File: config.mk
export PLATFORM = sky130hd
export DESIGN_NAME = umds_div_cell
export DESIGN_NICKNAME = d
export VERILOG_FILES = /design/src/sv/umds_pkg.sv /design/src/sv/umds_div_cell.sv
export SDC_FILE = /design/constraint.sdc
export NUM_CORES = 1
export LEC_CHECK = 0
export BUFFER_PORTS_ARGS = -buffer_cell sky130_fd_sc_hd__buf_4
export CAP_MARGIN = 25
export CELL_PAD_IN_SITES_DETAIL_PLACEMENT = 0
export CELL_PAD_IN_SITES_GLOBAL_PLACEMENT = 1
export CORE_AREA = 2 2 171 173
export DETAILED_ROUTE_END_ITERATION = 8
export DIE_AREA = 0 0 173 175
export PLACE_DENSITY_LB_ADDON = 0.05
export SYNTH_ARGS = -nofsm -noshare
export SYNTH_HDL_FRONTEND = slang
export SYNTH_SLANG_ARGS = --single-unit
File: constraint.sdc
create_clock -name clk_i -period 0.95 [get_ports clk_i]
set_input_delay 0.285 -clock clk_i [delete_from_list [all_inputs] [get_ports clk_i]]
set_output_delay 0.285 -clock clk_i [all_outputs]
set_load 0.01 [all_outputs]
File: src/sv/umds_pkg.sv
package umds_pkg;

  // Default operand width; the port fields are always 64 bits wide.
  localparam int unsigned Width = 64;

  typedef struct packed {
    logic [63:0] multiplicand;
    logic [63:0] multiplier;
    logic [63:0] divisor;
  } in_t;

  typedef struct packed {
    logic [63:0] quotient;
    logic        overflow;
  } out_t;

endpackage

File: src/sv/umds_div_cell.sv
module umds_div_cell #(
  parameter int unsigned WIDTH = umds_pkg::Width
) (
  input  logic             clk_i,
  input  logic             rst_ni,
  input  logic             en_i,
  input  logic             valid_i,
  input  logic [WIDTH-1:0] rem_i,
  input  logic [WIDTH-1:0] lq_i,
  input  logic [WIDTH-1:0] d_i,
  input  logic             ovf_i,
  output logic             valid_o,
  output logic [WIDTH-1:0] rem_o,
  output logic [WIDTH-1:0] lq_o,
  output logic [WIDTH-1:0] d_o,
  output logic             ovf_o
);

  // lq holds the not yet consumed product bits at the top and the quotient
  // bits found so far at the bottom.
  logic [WIDTH:0]   trial;
  logic [WIDTH:0]   diff;
  logic             ge;
  logic             valid_q;
  logic [WIDTH-1:0] rem_d, rem_q, lq_d, lq_q, d_q;
  logic             ovf_q;

  assign trial = {rem_i, lq_i[WIDTH-1]};
  assign ge    = trial >= {1'b0, d_i};
  assign diff  = trial - {1'b0, d_i};
  assign rem_d = ge ? diff[WIDTH-1:0] : trial[WIDTH-1:0];
  assign lq_d  = {lq_i[WIDTH-2:0], ge};

  always_ff @(posedge clk_i or negedge rst_ni) begin
    if (!rst_ni) begin
      valid_q <= 1'b0;
    end else if (en_i) begin
      valid_q <= valid_i;
    end
  end

  always_ff @(posedge clk_i) begin
    if (en_i) begin
      rem_q <= rem_d;
      lq_q  <= lq_d;
      d_q   <= d_i;
      ovf_q <= ovf_i;
    end
  end

  assign valid_o = valid_q;
  assign rem_o   = rem_q;
  assign lq_o    = lq_q;
  assign d_o     = d_q;
  assign ovf_o   = ovf_q;

endmodule

==> metrics.txt <==
outcome complete, but fails checks; failing checks negative setup slack; count of maximum capacitance violations 0; Max rail drop VDD 1.09 mV; DR WL/cell between 15 and 20 um; predominant post-synthesis flop cell edfxtp_1; via count of the first global-routing pass 10200; kind of start point of the critical path primary input; most common cell in the netlist edfxtp_1; kind of critical path in -> reg; initial core utilization 0.387; post-layout worst setup margin -1.74 ns; RSZ-0062 raised after global routing yes; reported leakage power 8.65 nW; clock tree from TritonCTS done; maximum frequency from static timing analysis around 0.37 GHz; worst relative slew slack 0.709; post-synthesis instance area 11000 um^2; number of instances in the placed design 1947; post-route clock skew 0 ns; Mean Syn Cell Area 11.8 um^2; #FFs+latches synth 194; share of the cycle needed by the critical path after routing 2.83; total number of vias approximately 10000; Die Width 173 um; number of filler instances in the final layout 2187; Post-synth top cells edfxtp_1 (193), a21oi_1 (88), inv_1 (80); final design utilization 0.681; Tightest Pin Transition 0.433 ns; ANT nets after route 0; critical path fanouts, max 11; global route total overflow 0; total nets after synthesis ~1200; final sum of negative setup slack -166.63 ns; Die Outline Area 30300 um^2; Setup Viol. Count Final roughly 260; source-to-sink clock delay at the later pin of the worst-skew pair 0.44 ns; Data required, critical path 1.14 ns; cell area power density 1500 nW/um^2; vias per inst 4.91; Non-Filler Instances 2038; warnings from Yosys 0; total number of nets in the final design 1902; minimum period implied by the final worst setup slack 2.69 ns; class of the tightest hold or removal check in -> reg; area added between synthesis and finish 76.1%; DP HPWL slightly below 30000 um; IO Pins around 390; number of cells traversed by the worst hold path 1; initial antenna violation count 2; maximum root-to-sink buffer count 2; area of the core region around 28000 um^2; number of cells on the worst reg-to-reg path 1; drt first pass iters 5; proportion of synthesized flip-flops having asynchronous set or reset 0.00515; TritonCTS sink count slightly below 200; CTS root buf clkbuf_16; GPL Wtd Cong 0.901; share of post-route cells with drive strength above 1 0.561; violation count after the first detailed-route iteration around 530; Routed Wire Length 38500 um; H-tree depth reported by CTS 4; total number of placement rows 62; WP data arrival just under 3 ns; total routing resource utilization after global routing 0.244; EDFF count, synth 193; global-route wire length before repair about 57000 um; Worst setup EP type flop; largest net degree at the start of global routing 47; remaining design rule violation count 0; # port buffers 390; number of distinct library cell variants in the gate-level netlist after synthesis 56; max-slew violation total from the final report 0; Setup WS pre-CTS -2.46 ns; total CTS buffers 17; portion of the post-synthesis area used by sequential elements 0.530; Hold Fails Final Rpt 0; die height 175 um; clock transition at the registers of the reported paths 0.07 ns; top cell type by total area after synthesis edfxtp_1; leading cell types by total area after synthesis edfxtp_1 (53%), ha_1 (7.3%), mux2_4 (6.3%), a21oi_1 (4.0%), inv_1 (2.7%); Post-Synthesis Cells roughly 930; area share of the largest cell type after synthesis 0.528
==> sequential cells by signal (all words and copies together) (netlist names) <==
register / cells
ovf_o: 1
lq_o: 64
valid_o: 1
rem_o: 64
d_o: 64
==> metrics by stage <==
| stage | instance area (um^2) | total power, mW | hold slack (ns) |
|---|---|---|---|
| floorplan | 11400 | 15.1 | -0.0106 |
| global placement | 16700 | 19.6 | 0.0607 |
| detailed placement | 16700 | 19.7 | 0.0649 |
| CTS | 18600 | 28.6 | 0.000109 |
| global route | 19300 | 30.1 | 0.000216 |
| finish | 19300 | 29.0 | 0.0165 |
==> kinds of logic (layout without fill, tap and decap cells) <==
| logic type | after synthesis | after routing | synth area share |
|---|---|---|---|
| simple gates | 198 | 198 | 0.0838 |
| flops | 194 | 194 | 0.530 |
| other cells | 0 | 1 | 0 |
| xor+xnor | 58 | 58 | 0.0462 |
| mux | 65 | 65 | 0.0820 |
| compound gates | 240 | 240 | 0.141 |
| fa+ha+maj | 65 | 65 | 0.0747 |
| buf+inv | 111 | 833 | 0.0421 |
==> power by group <==
part / internal [mW] / switching [mW] / total, mW
logic: 5.90 / 4.39 / 10.3
registers: 10.6 / 0.405 / 11.0
clock network: 4.03 / 3.67 / 7.70
total: 20.5 / 8.47 / 29.0
==> layout make-up <==
class                   instances  area, um^2  area share
inverters                      80         345      0.0179
flip-flops and latches        194        5820       0.301
diodes                          1        2.50    0.000129
clock inverters                15         191     0.00990
well taps                     384         480      0.0248
multi-input cells             626        5620       0.290
repair buffers                721        6460       0.334
clock buffers                  17         425      0.0220
==> worst max-delay path: stages <==
cell and delay (ns):
buf_12 0.09, inv_12 0.03, ha_4 0.27, nand2b_4 0.06
a211oi_4 0.28, nor2_4 0.07, o21bai_4 0.15, a31oi_4 0.13
o41ai_4 0.21, buf_4 0.18, a31oi_4 0.10, o21ai_4 0.17
a31oi_4 0.13, buf_6 0.16, buf_12 0.12, buf_16 0.15
mux2_4 0.29
==> metal layers <==
| layer | GRT usage | wire length (um) |
|---|---|---|
| met4 | 0.0692 | 684 |
| met3 | 0.0585 | 2380 |
| met5 | 0 | 16 |
| met1 | 0.296 | 15800 |
| met2 | 0.433 | 19600 |
==> path summary, 6_finish.rpt <==
| path | start | endpoint | slack (ns) |
|---|---|---|---|
| min | lq_i[15] | lq_o[16] | 0.02 |
| max in group asynchronous | rst_ni | valid_o | 0.70 |
| max | d_i[1] | rem_o[62] | -1.74 |
| min in group asynchronous | rst_ni | valid_o | 0.17 |
| max reg2reg | valid_o | valid_o | 0.19 |
| min reg2reg | valid_o | valid_o | 0.55 |
==> timing repair <==
| item | CTS | global route |
|---|---|---|
| hold buffers | 13 | 10 |
| pin swaps | 31 | 31 |
| gates cloned | 4 | 2 |
| resized for setup | 237 | 117 |
| hold endpoints to repair | 13 | 10 |
| endpoints found under the setup margin | 259 | 259 |
| buffers inserted | 15 | 16 |
==> layout by cell type (no fill, tap or decap), drive strengths merged, types with 11 or more instances in the layout <==
cell type,n
a21o,31
a21oi,88
a31oi,11
buf,695
clkbuf,20
dlygate4sd3,23
edfxtp,193
ha,64
inv,88
mux2,62
nand2,66
nand3,11
nand4,22
nor2,49
nor3,16
o21ai,43
o21bai,18
xnor2,32
xor2,26
Power figures use the tool's default switching activity.
